===== src/rtl/pds_pkg.sv =====
// ----------------------------------------------------------------------------
// PLL divider search package
// Shared constants, types and code tables of the PLL divider search block.
// ----------------------------------------------------------------------------
package pds_pkg;

  localparam int unsigned MAX_PRE_DIV  = 31;
  localparam int unsigned MAX_FB_MULT  = 127;
  localparam int unsigned MAX_POST_DIV = 512;

  localparam int unsigned PFD_MIN_KHZ   = 25000;
  localparam int unsigned PFD_MAX_KHZ   = 60000;
  localparam int unsigned VCO_MIN_KHZ   = 4800000;
  localparam int unsigned VCO_MAX_KHZ   = 14025000;
  localparam int unsigned VCO_BAND1_KHZ = 9000000;
  localparam int unsigned VCO_BAND2_KHZ = 12000000;
  localparam int unsigned HZ_PER_KHZ    = 1000;

  localparam int unsigned DIV_NUM_W = 39;
  localparam int unsigned DIV_DEN_W = 25;

  typedef enum logic [4:0] {
    ST_IDLE, ST_FREF, ST_FOUT, ST_NMIN, ST_NMAX, ST_MMIN, ST_MMAX,
    ST_MCHK, ST_MMUL, ST_LO, ST_HI, ST_NCHK, ST_VCO, ST_C0, ST_F,
    ST_DEN, ST_NUM, ST_ACH, ST_DONE
  } pds_state_e;

  typedef struct packed {
    logic        found;
    logic        exact;
    logic [4:0]  pre_divider;
    logic [6:0]  feedback_mult;
    logic [9:0]  post_divider;
    logic [23:0] vco_khz;
    logic [1:0]  loop_filter_code;
    logic [5:0]  charge_pump_code;
    logic [31:0] achieved_rate_hz;
  } pds_result_t;

  function automatic logic [1:0] lf_code(input logic [30:0] fvco, input logic [6:0] m);
    logic [1:0] code;
    if (fvco < 31'(VCO_BAND2_KHZ)) begin
      if (m <= 7'd15) code = 2'd2;
      else if (m <= 7'd31) code = 2'd0;
      else if (m <= 7'd71) code = 2'd1;
      else code = 2'd3;
    end else begin
      if (m <= 7'd23) code = 2'd0;
      else if (m <= 7'd55) code = 2'd1;
      else code = 2'd3;
    end
    return code;
  endfunction

  function automatic logic [5:0] cp_code(input logic [30:0] fvco, input logic [6:0] m);
    logic [5:0] code;
    if (fvco < 31'(VCO_BAND1_KHZ)) begin
      if (m <= 7'd15) code = 6'd29;
      else if (m <= 7'd23) code = 6'd28;
      else if (m <= 7'd31) code = 6'd29;
      else if (m <= 7'd47) code = 6'd28;
      else if (m <= 7'd55) code = 6'd29;
      else if (m <= 7'd71) code = 6'd36;
      else if (m <= 7'd103) code = 6'd29;
      else code = 6'd36;
    end else if (fvco < 31'(VCO_BAND2_KHZ)) begin
      if (m <= 7'd15) code = 6'd36;
      else if (m <= 7'd23) code = 6'd29;
      else if (m <= 7'd31) code = 6'd36;
      else if (m <= 7'd39) code = 6'd28;
      else if (m <= 7'd55) code = 6'd29;
      else if (m <= 7'd79) code = 6'd36;
      else if (m <= 7'd87) code = 6'd29;
      else code = 6'd36;
    end else begin
      if (m <= 7'd15) code = 6'd28;
      else if (m <= 7'd23) code = 6'd36;
      else if (m <= 7'd39) code = 6'd29;
      else if (m <= 7'd55) code = 6'd36;
      else if (m <= 7'd63) code = 6'd29;
      else code = 6'd36;
    end
    return code;
  endfunction

endpackage


===== src/rtl/pds_div.sv =====
// ----------------------------------------------------------------------------
// PLL divider search shared divider
// Restoring unsigned divider, one quotient bit per cycle, quotient held after done.
// ----------------------------------------------------------------------------
module pds_div #(
  parameter int unsigned NUM_W = pds_pkg::DIV_NUM_W,
  parameter int unsigned DEN_W = pds_pkg::DIV_DEN_W
) (
  input  logic             clk_i,
  input  logic             rst_ni,
  input  logic             start_i,
  input  logic [NUM_W-1:0] num_i,
  input  logic [DEN_W-1:0] den_i,
  output logic             done_o,
  output logic [NUM_W-1:0] quo_o
);

  localparam int unsigned CNT_W = $clog2(NUM_W + 1);

  logic             busy_q;
  logic             done_q;
  logic [CNT_W-1:0] cnt_q;
  logic [NUM_W-1:0] num_q;
  logic [DEN_W-1:0] den_q;
  logic [DEN_W-1:0] rem_q;
  logic [DEN_W:0]   rem_sh;
  logic             ge;

  assign rem_sh = {rem_q, num_q[NUM_W-1]};
  assign ge     = rem_sh >= {1'b0, den_q};

  always_ff @(posedge clk_i or negedge rst_ni) begin
    if (!rst_ni) begin
      busy_q <= 1'b0;
      done_q <= 1'b0;
      cnt_q  <= '0;
    end else begin
      done_q <= 1'b0;
      if (start_i) begin
        busy_q <= 1'b1;
        cnt_q  <= CNT_W'(NUM_W - 1);
      end else if (busy_q) begin
        if (cnt_q == '0) begin
          busy_q <= 1'b0;
          done_q <= 1'b1;
        end else begin
          cnt_q <= cnt_q - 1'b1;
        end
      end
    end
  end

  always_ff @(posedge clk_i) begin
    if (start_i) begin
      num_q <= num_i;
      den_q <= den_i;
      rem_q <= '0;
    end else if (busy_q) begin
      rem_q <= ge ? DEN_W'(rem_sh - {1'b0, den_q}) : rem_sh[DEN_W-1:0];
      num_q <= {num_q[NUM_W-2:0], ge};
    end
  end

  assign done_o = done_q;
  assign quo_o  = num_q;

endmodule


===== src/rtl/pds_seq.sv =====
// ----------------------------------------------------------------------------
// PLL divider search sequencer
// Walks the window bounds and the (m, n) candidates on the shared divider.
// ----------------------------------------------------------------------------
module pds_seq (
  input  logic                clk_i,
  input  logic                rst_ni,
  input  logic [31:0]         ref_rate_hz_i,
  input  logic                start_i,
  input  logic [31:0]         target_rate_hz_i,
  output logic                idle_o,
  output logic                res_valid_o,
  input  logic                res_take_i,
  output pds_pkg::pds_result_t result_o
);
  import pds_pkg::*;

  localparam int unsigned NW = DIV_NUM_W;
  localparam int unsigned DW = DIV_DEN_W;

  pds_state_e state_q, state_d;

  logic          div_start, div_done;
  logic [NW-1:0] div_num, div_quo;
  logic [DW-1:0] div_den;
  logic          is_div_state;

  logic        issued_q;
  logic [31:0] tgt_q;
  logic [22:0] fref_q, fout_q;
  logic [6:0]  nmin_q, lo_q, n_q;
  logic [4:0]  nmax_q, hi_q;
  logic [28:0] m_q;
  logic [6:0]  mmax_q;
  logic [29:0] fm_q;
  logic [30:0] fvco_q;
  logic [9:0]  c0_q;
  logic        valid_q, exact_q;
  logic [4:0]  bn_q;
  logic [6:0]  bm_q;
  logic [9:0]  bc_q;
  logic [30:0] bv_q;
  logic [28:0] bf_q;
  logic [14:0] den_q;
  logic [38:0] num_q;
  logic [31:0] ach_q;

  logic [28:0] f_new, dist_new, dist_best, fout_x;
  logic        take, hit;
  logic [28:0] mmin_raw, mmin_clamp;

  pds_div #(.NUM_W(NW), .DEN_W(DW)) u_div (
    .clk_i   (clk_i),
    .rst_ni  (rst_ni),
    .start_i (div_start),
    .num_i   (div_num),
    .den_i   (div_den),
    .done_o  (div_done),
    .quo_o   (div_quo)
  );

  assign f_new     = div_quo[28:0];
  assign fout_x    = 29'(fout_q);
  assign dist_new  = (f_new > fout_x) ? f_new - fout_x : fout_x - f_new;
  assign dist_best = (bf_q > fout_x) ? bf_q - fout_x : fout_x - bf_q;
  assign take      = !valid_q || (dist_new < dist_best);
  assign hit       = take && (f_new == fout_x);
  assign mmin_raw  = 29'(div_quo[21:0] * nmin_q);
  assign mmin_clamp = (mmin_raw < 29'd8) ? 29'd8 : mmin_raw;

  always_comb begin
    state_d = state_q;
    unique case (state_q)
      ST_IDLE: if (start_i) state_d = ST_FREF;
      ST_FREF: if (div_done) state_d = ST_FOUT;
      ST_FOUT: begin
        if (div_done) begin
          state_d = (div_quo == '0 || fref_q == '0) ? ST_DEN : ST_NMIN;
        end
      end
      ST_NMIN: if (div_done) state_d = ST_NMAX;
      ST_NMAX: if (div_done) state_d = ST_MMIN;
      ST_MMIN: if (div_done) state_d = ST_MMAX;
      ST_MMAX: if (div_done) state_d = ST_MCHK;
      ST_MCHK: state_d = (m_q > 29'(mmax_q)) ? ST_DEN : ST_MMUL;
      ST_MMUL: state_d = ST_LO;
      ST_LO:   if (div_done) state_d = ST_HI;
      ST_HI:   if (div_done) state_d = ST_NCHK;
      ST_NCHK: state_d = (n_q > 7'(hi_q)) ? ST_MCHK : ST_VCO;
      ST_VCO:  if (div_done) state_d = ST_C0;
      ST_C0:   if (div_done) state_d = ST_F;
      ST_F:    if (div_done) state_d = hit ? ST_DEN : ST_NCHK;
      ST_DEN:  state_d = valid_q ? ST_NUM : ST_DONE;
      ST_NUM:  state_d = ST_ACH;
      ST_ACH:  if (div_done) state_d = ST_DONE;
      ST_DONE: if (res_take_i) state_d = ST_IDLE;
      default: state_d = ST_IDLE;
    endcase
  end

  always_comb begin
    is_div_state = 1'b1;
    div_num      = '0;
    div_den      = DW'(1);
    unique case (state_q)
      ST_FREF: begin
        div_num = NW'(ref_rate_hz_i);
        div_den = DW'(HZ_PER_KHZ);
      end
      ST_FOUT: begin
        div_num = NW'(tgt_q);
        div_den = DW'(HZ_PER_KHZ);
      end
      ST_NMIN: begin
        div_num = NW'(fref_q) + NW'(PFD_MAX_KHZ - 1);
        div_den = DW'(PFD_MAX_KHZ);
      end
      ST_NMAX: begin
        div_num = NW'(fref_q);
        div_den = DW'(PFD_MIN_KHZ);
      end
      ST_MMIN: begin
        div_num = NW'(fref_q) + NW'(VCO_MIN_KHZ / 2 - 1);
        div_den = DW'(fref_q);
      end
      ST_MMAX: begin
        div_num = NW'(28'(VCO_MAX_KHZ / 2) * 28'(nmax_q));
        div_den = DW'(fref_q);
      end
      ST_LO: begin
        div_num = NW'(fm_q) + NW'(VCO_MAX_KHZ / 2 - 1);
        div_den = DW'(VCO_MAX_KHZ / 2);
      end
      ST_HI: begin
        div_num = NW'(fm_q);
        div_den = DW'(VCO_MIN_KHZ / 2);
      end
      ST_VCO: begin
        div_num = NW'({fm_q, 1'b0});
        div_den = DW'(n_q);
      end
      ST_C0: begin
        div_num = NW'(fvco_q) + NW'({fout_q, 1'b0});
        div_den = DW'({fout_q, 2'b00});
      end
      ST_F: begin
        div_num = NW'(fvco_q);
        div_den = DW'({c0_q, 2'b00});
      end
      ST_ACH: begin
        div_num = NW'(num_q);
        div_den = DW'(den_q);
      end
      default: is_div_state = 1'b0;
    endcase
    div_start   = is_div_state && !issued_q;
    idle_o      = (state_q == ST_IDLE);
    res_valid_o = (state_q == ST_DONE);
  end

  always_ff @(posedge clk_i or negedge rst_ni) begin
    if (!rst_ni) begin
      state_q  <= ST_IDLE;
      issued_q <= 1'b0;
      valid_q  <= 1'b0;
      exact_q  <= 1'b0;
    end else begin
      state_q <= state_d;
      if (div_start) issued_q <= 1'b1;
      else if (div_done) issued_q <= 1'b0;
      if (state_q == ST_IDLE && start_i) begin
        valid_q <= 1'b0;
        exact_q <= 1'b0;
      end else if (state_q == ST_F && div_done && take) begin
        valid_q <= 1'b1;
        exact_q <= hit;
      end
    end
  end

  always_ff @(posedge clk_i) begin
    unique case (state_q)
      ST_IDLE: if (start_i) tgt_q <= target_rate_hz_i;
      ST_FREF: if (div_done) fref_q <= div_quo[22:0];
      ST_FOUT: if (div_done) fout_q <= div_quo[22:0];
      ST_NMIN: if (div_done) nmin_q <= (div_quo == '0) ? 7'd1 : div_quo[6:0];
      ST_NMAX: begin
        if (div_done) nmax_q <= (div_quo > NW'(MAX_PRE_DIV)) ? 5'(MAX_PRE_DIV) : div_quo[4:0];
      end
      ST_MMIN: if (div_done) m_q <= (mmin_clamp + 29'd1) & ~29'd1;
      ST_MMAX: begin
        if (div_done) mmax_q <= (div_quo > NW'(MAX_FB_MULT)) ? 7'(MAX_FB_MULT) : div_quo[6:0];
      end
      ST_MMUL: fm_q <= 30'(fref_q) * 30'(m_q[6:0]);
      ST_LO:   if (div_done) lo_q <= (div_quo[6:0] < nmin_q) ? nmin_q : div_quo[6:0];
      ST_HI: begin
        if (div_done) begin
          hi_q <= (div_quo > NW'(nmax_q)) ? nmax_q : div_quo[4:0];
          n_q  <= lo_q;
        end
      end
      ST_NCHK: if (n_q > 7'(hi_q)) m_q <= m_q + 29'd2;
      ST_VCO:  if (div_done) fvco_q <= div_quo[30:0];
      ST_C0: begin
        if (div_done) begin
          if (div_quo == '0) c0_q <= 10'd1;
          else if (div_quo > NW'(MAX_POST_DIV)) c0_q <= 10'(MAX_POST_DIV);
          else c0_q <= div_quo[9:0];
        end
      end
      ST_F: begin
        if (div_done) begin
          n_q <= n_q + 7'd1;
          if (take) begin
            bf_q <= f_new;
            bn_q <= n_q[4:0];
            bm_q <= m_q[6:0];
            bc_q <= c0_q;
            bv_q <= fvco_q;
          end
        end
      end
      ST_DEN:  den_q <= {14'(bc_q) * 14'(bn_q), 1'b0};
      ST_NUM:  num_q <= 39'(ref_rate_hz_i) * 39'(bm_q) + 39'(den_q[14:1]);
      ST_ACH: begin
        if (div_done) ach_q <= (div_quo > NW'(32'hFFFF_FFFF)) ? 32'hFFFF_FFFF : div_quo[31:0];
      end
      default: ;
    endcase
  end

  always_comb begin
    result_o = '0;
    if (valid_q) begin
      result_o.found            = 1'b1;
      result_o.exact            = exact_q;
      result_o.pre_divider      = bn_q;
      result_o.feedback_mult    = bm_q;
      result_o.post_divider     = bc_q;
      result_o.vco_khz          = bv_q[23:0];
      result_o.loop_filter_code = lf_code(bv_q, bm_q);
      result_o.charge_pump_code = cp_code(bv_q, bm_q);
      result_o.achieved_rate_hz = ach_q;
    end
  end

endmodule


===== src/rtl/pll_divider_search_top.sv =====
// Divisions run one at a time on the shared divider; a search takes six setup
// divisions, two per feedback multiplier, three per candidate pair and one
// final division. The PFD and VCO windows allow at most about 600 pairs.
// Throughput: one word per search; input stalls until the result is loaded.
// The result register frees the sequencer unless it holds a stalled word.
// Reset is asynchronous, active low, and clears the reference rate to zero.
// ----------------------------------------------------------------------------
// PLL divider search top level
// Reference rate register, search sequencer and output result register.
// ----------------------------------------------------------------------------
module pll_divider_search_top (
  input  logic        clk_i,
  input  logic        rst_ni,
  input  logic        cfg_valid_i,
  output logic        cfg_ready_o,
  input  logic [31:0] ref_rate_hz_i,
  input  logic        in_valid_i,
  output logic        in_stall_o,
  input  logic [31:0] target_rate_hz_i,
  output logic        out_valid_o,
  input  logic        out_stall_i,
  output logic        found_o,
  output logic        exact_o,
  output logic [4:0]  pre_divider_o,
  output logic [6:0]  feedback_mult_o,
  output logic [9:0]  post_divider_o,
  output logic [23:0] vco_khz_o,
  output logic [1:0]  loop_filter_code_o,
  output logic [5:0]  charge_pump_code_o,
  output logic [31:0] achieved_rate_hz_o
);
  import pds_pkg::*;

  logic [31:0] ref_q;
  logic        seq_idle, res_valid, res_take;
  logic        out_valid_q, out_valid_d;
  pds_result_t seq_res, out_q;

  assign cfg_ready_o = 1'b1;
  assign in_stall_o  = !seq_idle;
  assign res_take    = res_valid && (!out_valid_q || !out_stall_i);

  pds_seq u_seq (
    .clk_i            (clk_i),
    .rst_ni           (rst_ni),
    .ref_rate_hz_i    (ref_q),
    .start_i          (in_valid_i && seq_idle),
    .target_rate_hz_i (target_rate_hz_i),
    .idle_o           (seq_idle),
    .res_valid_o      (res_valid),
    .res_take_i       (res_take),
    .result_o         (seq_res)
  );

  always_comb begin
    out_valid_d = out_valid_q;
    if (res_take) out_valid_d = 1'b1;
    else if (!out_stall_i) out_valid_d = 1'b0;
  end

  always_ff @(posedge clk_i or negedge rst_ni) begin
    if (!rst_ni) begin
      ref_q       <= '0;
      out_valid_q <= 1'b0;
    end else begin
      if (cfg_valid_i) ref_q <= ref_rate_hz_i;
      out_valid_q <= out_valid_d;
    end
  end

  always_ff @(posedge clk_i) begin
    if (res_take) out_q <= seq_res;
  end

  assign out_valid_o        = out_valid_q;
  assign found_o            = out_q.found;
  assign exact_o            = out_q.exact;
  assign pre_divider_o      = out_q.pre_divider;
  assign feedback_mult_o    = out_q.feedback_mult;
  assign post_divider_o     = out_q.post_divider;
  assign vco_khz_o          = out_q.vco_khz;
  assign loop_filter_code_o = out_q.loop_filter_code;
  assign charge_pump_code_o = out_q.charge_pump_code;
  assign achieved_rate_hz_o = out_q.achieved_rate_hz;

endmodule


===== config.mk =====
export PLATFORM = sky130hd
export DESIGN_NAME = pll_divider_search_top
export DESIGN_NICKNAME = d
export VERILOG_FILES = /design/src/rtl/pds_pkg.sv /design/src/rtl/pds_div.sv /design/src/rtl/pds_seq.sv /design/src/rtl/pll_divider_search_top.sv
export SDC_FILE = /design/constraint.sdc
export NUM_CORES = 2
export LEC_CHECK = 0
export ABC_AREA = 1
export BUFFER_PORTS_ARGS = -buffer_cell sky130_fd_sc_hd__buf_2
export CAP_MARGIN = 40
export CORE_MARGIN = 3
export CORE_UTILIZATION = 65
export DETAILED_ROUTE_END_ITERATION = 16
export HOLD_SLACK_MARGIN = 0.02
export PLACE_DENSITY = 0.83
export SYNTH_ARGS = -nofsm -noshare
export SYNTH_HDL_FRONTEND = slang
export SYNTH_SLANG_ARGS = --single-unit

===== constraint.sdc =====
create_clock -name clk_i -period 7.88 [get_ports clk_i]
set_input_delay 0.394 -clock clk_i [delete_from_list [all_inputs] [get_ports clk_i]]
set_output_delay 0.394 -clock clk_i [all_outputs]
set_load 0.01 [all_outputs]

# Yosys cells after proc, flatten, opt, wreduce, memory -nomap -nowiden
# Cells that the tools add are included.
op_classes:
  n_addsub: 14
  mul: 5
  div_mod_pow: 0
  order_cmp: 26
  eq_ne: 36
  shift: 0
  mux: 83
  bitwise_logic: 0
  reduce_logical: 44
op_table:
  columns: ["op", "n"]
  rows:
  - ["39-bit one-hot mux with 12 select lines", 1]
  - ["25-bit one-hot mux with 10 select lines", 1]
  - ["29-bit 2-to-1 mux", 5]
  - ["6-bit 2-to-1 mux", 24]
  - ["5-bit one-hot mux with 19 select lines", 1]
  - ["88-bit 2-to-1 mux", 1]
  - ["39-bit 2-to-1 mux", 2]
  - ["5-bit 2-to-1 mux", 15]
  - ["31-bit by 24-bit less-than comparator with 1-bit output, second input constant", 2]
  - ["29-bit by 23-bit > comparator with 1-bit output", 2]
  - ["29-bit one-hot mux with 2 select lines", 1]
  - ["23-bit by 29-bit subtractor with 29-bit output", 2]
  - ["29-bit by 23-bit subtractor with 29-bit output", 2]
  - ["5-bit by 4-bit == test with 1-bit output, second input constant", 8]
  - ["39-bit by 14-bit adder with 39-bit output", 1]
  - ["39-bit by 10-bit > comparator with 1-bit output, second input constant", 1]
  - ["39-bit by 32-bit > comparator with 1-bit output, second input constant", 1]
  - ["39-bit by 5-bit > comparator with 1-bit output", 1]
  - ["39-bit by 5-bit > comparator with 1-bit output, second input constant", 1]
  - ["39-bit by 7-bit > comparator with 1-bit output, second input constant", 1]
  - ["39-bit zero test", 1]
  - ["32-bit by 7-bit multiplier with 39-bit output", 1]
  - ["31-bit by 24-bit adder with 32-bit output", 1]
  - ["30-bit by 23-bit adder with 31-bit output, second input constant", 1]
  - ["48 further kinds", 131]
word_totals:
  register_bits: 609
  latch_bits: 0
  mem_bits_rw: 0
  mem_bits_ro: 0
  out_inout_bits: 91
  elab_cells: 251
  n_memories: 0

# Logic depth before layout (Yosys ltp)
depth:
  word_depth: 11
  mapped_depth: 40
  mapped_depth_nobuf: 39

# By module
# A second synthesis with hierarchy kept.
hier_totals:
  hier_cells: 7117
  area_unflattened_um2: 56147.6
modules_own_cells:
  columns: ["module", "instances", "cells_per_inst", "area_per_inst_um2"]
  rows:
  - ["pds_seq", 1, 6061, 46079.2]
  - ["pds_div", 1, 822, 6069.6]
  - ["pll_divider_search_top", 1, 234, 3998.8]

# Worst setup path before layout
# Ideal clock, no wire load.
synth_path:
  kind: "register to register"
  start: "register u_seq.u_div.num_q[1] (netlist: u_seq.u_div.quo_o[1])"
  end: "register u_seq.m_q[26] (data pin)"
  setup_ns: 0.261
  arrival_ns: 5.856
  required_time_ns: 7.619
  path_slack_ns: 1.763
  stages_incl_launch_ff: 36
  n_path_buf: 1
  period_less_slack_ns: 6.117
  cell_sequence: "edfxtp_1 > clkbuf_1 > nand2_1 > fa_1 > fa_1 > inv_1 > fa_1 > inv_1 > fa_1 > inv_1 > ha_1 > nand2_1 > inv_1 > nand2_1 > nand3_1 > nand2_1 > nand2_1 > nand2_1 > nand2_1 > nand2_1 > nand2_1 > nand2_1 > nor2_2 > a31oi_1 > ha_1 > inv_1 > nor2_1 > nand2_1 > inv_1 > nand2_1 > inv_1 > nand2_1 > nor3_1 > nand2_1 > o21ai_0 > o21ai_0"
synth_between:
  elab_chain_cells: 6
synth_rtl:
  columns: ["item", "line", "text"]
  rows:
  - ["from (decl)", "pds_div.sv:23", "logic [NUM_W-1:0] num_q;"]
  - ["from (signal assigned)", "pds_div.sv:55", "num_q <= num_i;"]
  - ["from (signal assigned)", "pds_div.sv:60", "num_q <= {num_q[NUM_W-2:0], ge};"]
  - ["22-bit by 7-bit multiplier with 29-bit output (*)", "pds_seq.sv:68", "assign mmin_raw = 29'(div_quo[21:0] * nmin_q);"]
  - ["29-bit by 4-bit less-than comparator with 1-bit output", "pds_seq.sv:69", "assign mmin_clamp = (mmin_raw < 29'd8) ? 29'd8 : mmin_raw;"]
  - ["29-bit 2-to-1 mux (*)", "pds_seq.sv:69", null]
  - ["29-bit by 1-bit adder with 29-bit output (*)", "pds_seq.sv:190", "ST_MMIN: if (div_done) m_q <= (mmin_clamp + 29'd1) & ~29'd1;"]
  - ["29-bit 2-to-1 mux (*)", "pds_seq.sv:190", null]
  - ["29-bit one-hot mux with 2 select lines (*)", "pds_seq.sv:182", "unique case (state_q)"]
  - ["to (signal assigned)", "pds_seq.sv:190", null]
  - ["to (signal assigned)", "pds_seq.sv:202", "ST_NCHK: if (n_q > 7'(hi_q)) m_q <= m_q + 29'd2;"]
  - ["to (decl)", "pds_seq.sv:33", "logic [28:0] m_q;"]
# Mark *: on every way between the ends. The rest lies on a longest branch, timed or not. The select of a mux whose other input is x is not followed.
# A chain may end at the register's enable or synchronous reset.

# Final worst setup path
layout_path:
  start: "register u_seq.nmin_q[6]"
  end: "register u_seq.m_q[26] (data pin)"
layout_between:
  elab_chain_cells: 6
layout_rtl:
  columns: ["item", "line", "text"]
  rows:
  - ["from (decl)", "pds_seq.sv:31", "logic [6:0] nmin_q, lo_q, n_q;"]
  - ["from (signal assigned)", "pds_seq.sv:186", "ST_NMIN: if (div_done) nmin_q <= (div_quo == '0) ? 7'd1 : div_quo[6:0];"]
  - ["22-bit by 7-bit multiplier with 29-bit output (*)", "pds_seq.sv:68", null]
  - ["29-bit by 4-bit less-than comparator with 1-bit output", "pds_seq.sv:69", null]
  - ["29-bit 2-to-1 mux (*)", "pds_seq.sv:69", null]
  - ["29-bit by 1-bit adder with 29-bit output (*)", "pds_seq.sv:190", null]
  - ["29-bit 2-to-1 mux (*)", "pds_seq.sv:190", null]
  - ["29-bit one-hot mux with 2 select lines (*)", "pds_seq.sv:182", null]
# Marks and branches as above.

==> load_flow_metrics.sql <==
INSERT INTO impl_metrics (metric_group, metric, value, unit) VALUES
('outcome', 'outcome', 'finished, final reports clean', ''),
('power_and_ir_drop', 'p_int', '11.92', 'mW'),
('cts', 'postCtsResizedCells', '0', ''),
('min_path', 'hold_path.class', 'primary input to register', ''),
('timing', 'timing.final.setup_violations', '0', ''),
('worst_setup_path', 'critPathLaunchType', 'register', ''),
('worst_setup_path', 'cp_slowest_cell', 'sky130_fd_sc_hd__edfxtp_1', ''),
('floorplanning', 'fp.dieArea', '0.08818', 'mm²'),
('power_and_ir_drop', 'pwr-share-clk', '12.3', '%'),
('power_and_ir_drop', 'vdd_drop_max', '681.2', 'µV'),
('placement', 'dpl-instance-area', '0.05730', 'mm²'),
('timing', 'final_min_period', '7.258', 'ns'),
('power_and_ir_drop', 'comb_power_share', '69.0', '%'),
('power_and_ir_drop', 'swShare', '54.80', '%'),
('worst_setup_path', 'nature_of_the_critical_path_endpoint', 'register', ''),
('drt', 'totalWireLength', '202000', 'µm'),
('yosys', 'synth.ff_latch_count', '603', ''),
('global_routing', 'antenna_found_initial', '9', ''),
('drt', 'first_iter_violations', '7103', ''),
('drt', 'route.detailed.vias_per_inst', '6.291', ''),
('worst_setup_path', 'worst-setup-path-type', 'register to register', ''),
('yosys', 'ys_seq_area_share', '32.01', '%'),
('timing', 'final_worst_path_period_share', '92.11', '%'),
('worst_setup_path', 'slowest_delay', '0.96', 'ns'),
('worst_setup_path', 'critical_path.reg2reg.startpoint', 'u_seq.nmin_q[6]', ''),
('power_and_ir_drop', 'design_power_total', '26.38', 'mW'),
('cts', 'clockRootBuffer', 'sky130_fd_sc_hd__clkbuf_16', ''),
('timing', 'highest_achievable_clock_rate', '137.8', 'MHz'),
('cts', 'cts_inserted_buffers', '68', ''),
('yosys', 'yosys.cell_count.top_type', 'sky130_fd_sc_hd__nand2_1', ''),
('yosys', 'syn_inst', '6795', ''),
('yosys', 'synth.largest_area_cell', 'sky130_fd_sc_hd__edfxtp_1', ''),
('floorplanning', 'std_cell_rows', '106', ''),
('placement', 'dp_worst_setup_slack', '0.7828', 'ns'),
('yosys', 'yosys_most_used_dff', 'sky130_fd_sc_hd__edfxtp_1', ''),
('min_path', 'hp-start', 'cfg_valid_i', ''),
('timing', 'fin_worst_skew', '0.07524', 'ns'),
('worst_setup_path', 'ff2ff_setup_slack', '0.62', 'ns'),
('timing', 'fin_ws', '0.6218', 'ns'),
('yosys', 'ys_warn_count', '0', ''),
('yosys', 'dominant_cells_by_area_after_synthesis', 'sky130_fd_sc_hd__edfxtp_1, sky130_fd_sc_hd__fa_1, sky130_fd_sc_hd__nand2_1', ''),
('yosys', 'synthesis.area', '0.05502', 'mm²'),
('placement', 'dp_hpwl', '156200', 'µm'),
('worst_setup_path', 'r2r_endpoint', 'u_seq.m_q[26]', ''),
('worst_setup_path', 'cp_max_fo', '23', ''),
('drt', 'antenna_left', '0', ''),
('final_layout', 'layout-drive-gt1-share', '6.556', '%'),
('global_routing', 'gr_usage_total', '45.13', '%'),
('drt', 'drt_pre_antenna_iters', '7', ''),
('floorplanning', 'floorplan.core_area', '0.08382', 'mm²'),
('timing', 'slew_hr', '33.01', '%'),
('timing', 'timing.final.max_slew_violations', '0', ''),
('cts', 'clock_insertion_delay_worst_skew', '0.68', 'ns'),
('yosys', 'synth_top_cells_by_count', 'sky130_fd_sc_hd__nand2_1, sky130_fd_sc_hd__inv_1, sky130_fd_sc_hd__edfxtp_1', ''),
('timing', 'rsz0062_at_grt', 'false', ''),
('flow_run', 'max-cap-violations', '0', ''),
('worst_setup_path', 'critical_path.startpoint', 'u_seq.nmin_q[6]', ''),
('cts', 'clock_transition_at_path_regs', '0.06', 'ns'),
('power_and_ir_drop', 'p_seq_share', '18.7', '%'),
('worst_setup_path', 'cp_common_cell', 'sky130_fd_sc_hd__nand2_1', ''),
('yosys', 'post-synth-top-area-fraction', '28.87', '%'),
('final_layout', 'final_net_count', '7842', ''),
('global_routing', 'grt_pass1_wl', '300700', 'µm'),
('final_layout', 'final.fill_count', '6290', ''),
('power_and_ir_drop', 'power.static_leakage', '29.78', 'nW'),
('final_layout', 'util_after_layout', '71.86', '%'),
('power_and_ir_drop', 'net-switching-power', '14.46', 'mW'),
('yosys', 'synth-edff-count', '529', ''),
('final_layout', 'seqCellArea', '0.01761', 'mm²'),
('floorplanning', 'floorplan.initialDensity', '65.64', '%'),
('worst_setup_path', 'worst_ep_required_time', '8.23', 'ns');
## through the flow
step           hold WS (ns)  cells
2_1_floorplan       0.09841   6796
3_3_place_gp         0.4493   7939
3_5_place_dp         0.4523   7958
4_1_cts              0.1008   8149
5_1_grt              0.1830   8151
6_report             0.1323   8156
## cell families after synthesis
family          count (synthesis)  synth area share [%]
compound gates               1136                 12.06
xor+xnor                      181                 2.881
fa+ha+maj                     813                 23.26
buf+inv                      1516                 10.50
flops                         603                 32.01
mux                            10                0.1933
other cells                     2               0.01365
simple gates                 2534                 19.08
## worst max-delay path: cells and delay by family (launching register included)
family | cells | cell delay [ns]
buffers and inverters | 6 | 0.37
DFF | 1 | 0.96
adders and majority gates | 6 | 2.79
AOI/OAI and AO/OA | 3 | 0.53
and+or+nand+nor | 18 | 2.33
## worst min path at each step
stage / cells after the start / slack, ns / end
after floorplan: 0 / 0.1 / out_valid_o
after global placement: 0 / 0.45 / u_seq.num_q[0]
after detailed placement: 0 / 0.45 / u_seq.num_q[0]
after CTS: 3 / 0.10 / ref_q[27]
after global routing: 3 / 0.18 / ref_q[28]
final: 3 / 0.13 / ref_q[26]
## final cells by class
cell class | count | area share [%]
Inverter | 1303 | 8.130
Clock buffer | 83 | 3.004
Clock inverter | 43 | 0.7457
Multi-Input combinational cell | 4677 | 52.62
Tap cell | 1134 | 2.356
Sequential cell | 603 | 29.24
Antenna cell | 6 | 0.02493
Timing Repair Buffer | 307 | 3.882
## registers in the layout, indices dropped and copies added (netlist names), 10 cells and up
name                count
ref_q                  32
u_seq.den_q            14
u_seq.u_div.rem_q      25
u_seq.fvco_q           31
post_divider_o         10
u_seq.bv_q             31
u_seq.u_div.quo_o      39
achieved_rate_hz_o     32
u_seq.fm_q             29
u_seq.u_div.den_q      25
u_seq.bf_q             29
u_seq.tgt_q            32
u_seq.ach_q            32
vco_khz_o              24
u_seq.m_q              28
u_seq.fout_q           23
u_seq.num_q            39
u_seq.c0_q             10
u_seq.bc_q             10
u_seq.fref_q           23
## layer usage
metal	up-vias	global-route usage, %	share of wire (%)
met5	-	0	0.035
met4	12	26.04	7.2
met3	879	15.04	15
met2	4066	66.23	42
met1	23920	58.70	36
li1	22432	-	-
## cells in the final DEF (no fill, tap or decap), types with 12 or more instances in the layout
cell and instances:
sky130_fd_sc_hd__nor4_1 32, sky130_fd_sc_hd__inv_1 1271, sky130_fd_sc_hd__o2111ai_1 29, sky130_fd_sc_hd__xnor2_1 61, sky130_fd_sc_hd__o211ai_1 47, sky130_fd_sc_hd__buf_2 157, sky130_fd_sc_hd__o21a_1 26, sky130_fd_sc_hd__o21ai_0 361
sky130_fd_sc_hd__dfrtp_1 48, sky130_fd_sc_hd__a21o_1 17, sky130_fd_sc_hd__o21ai_1 26, sky130_fd_sc_hd__clkbuf_16 69, sky130_fd_sc_hd__clkinv_1 15, sky130_fd_sc_hd__a21oi_1 407, sky130_fd_sc_hd__a211oi_1 12, sky130_fd_sc_hd__o31ai_1 15
sky130_fd_sc_hd__o22ai_1 40, sky130_fd_sc_hd__nand3_1 203, sky130_fd_sc_hd__nor3_1 71, sky130_fd_sc_hd__nand2_1 1663, sky130_fd_sc_hd__or2_2 13, sky130_fd_sc_hd__fa_1 350, sky130_fd_sc_hd__edfxtp_1 529, sky130_fd_sc_hd__buf_4 64
sky130_fd_sc_hd__nor2_2 29, sky130_fd_sc_hd__xor2_1 120, sky130_fd_sc_hd__nor2_1 398, sky130_fd_sc_hd__ha_1 463, sky130_fd_sc_hd__a221oi_1 31, sky130_fd_sc_hd__nand4_1 67, sky130_fd_sc_hd__clkinv_2 17, sky130_fd_sc_hd__dlygate4sd3_1 65
sky130_fd_sc_hd__inv_2 23, sky130_fd_sc_hd__a31oi_1 28, sky130_fd_sc_hd__dfxtp_1 25, sky130_fd_sc_hd__o221ai_1 22
## repair_timing
item | in CTS | in global routing
endpoints found under the setup margin | 0 | 1
hold endpoints to repair | 113 | 0
setup buffers | 0 | 1
hold buffers | 65 | 0
## power groups by stage
stage                     combinational [mW]  clock [mW]  sequential (mW)
after floorplan                         12.5           0             4.66
after global placement                  17.2           0             4.94
after detailed placement                17.6           0             4.94
after CTS                               17.8        3.23             4.88
after global routing                    20.3        3.37             4.93
final                                   18.2        3.26             4.93
Power figures use the tool's default switching activity.
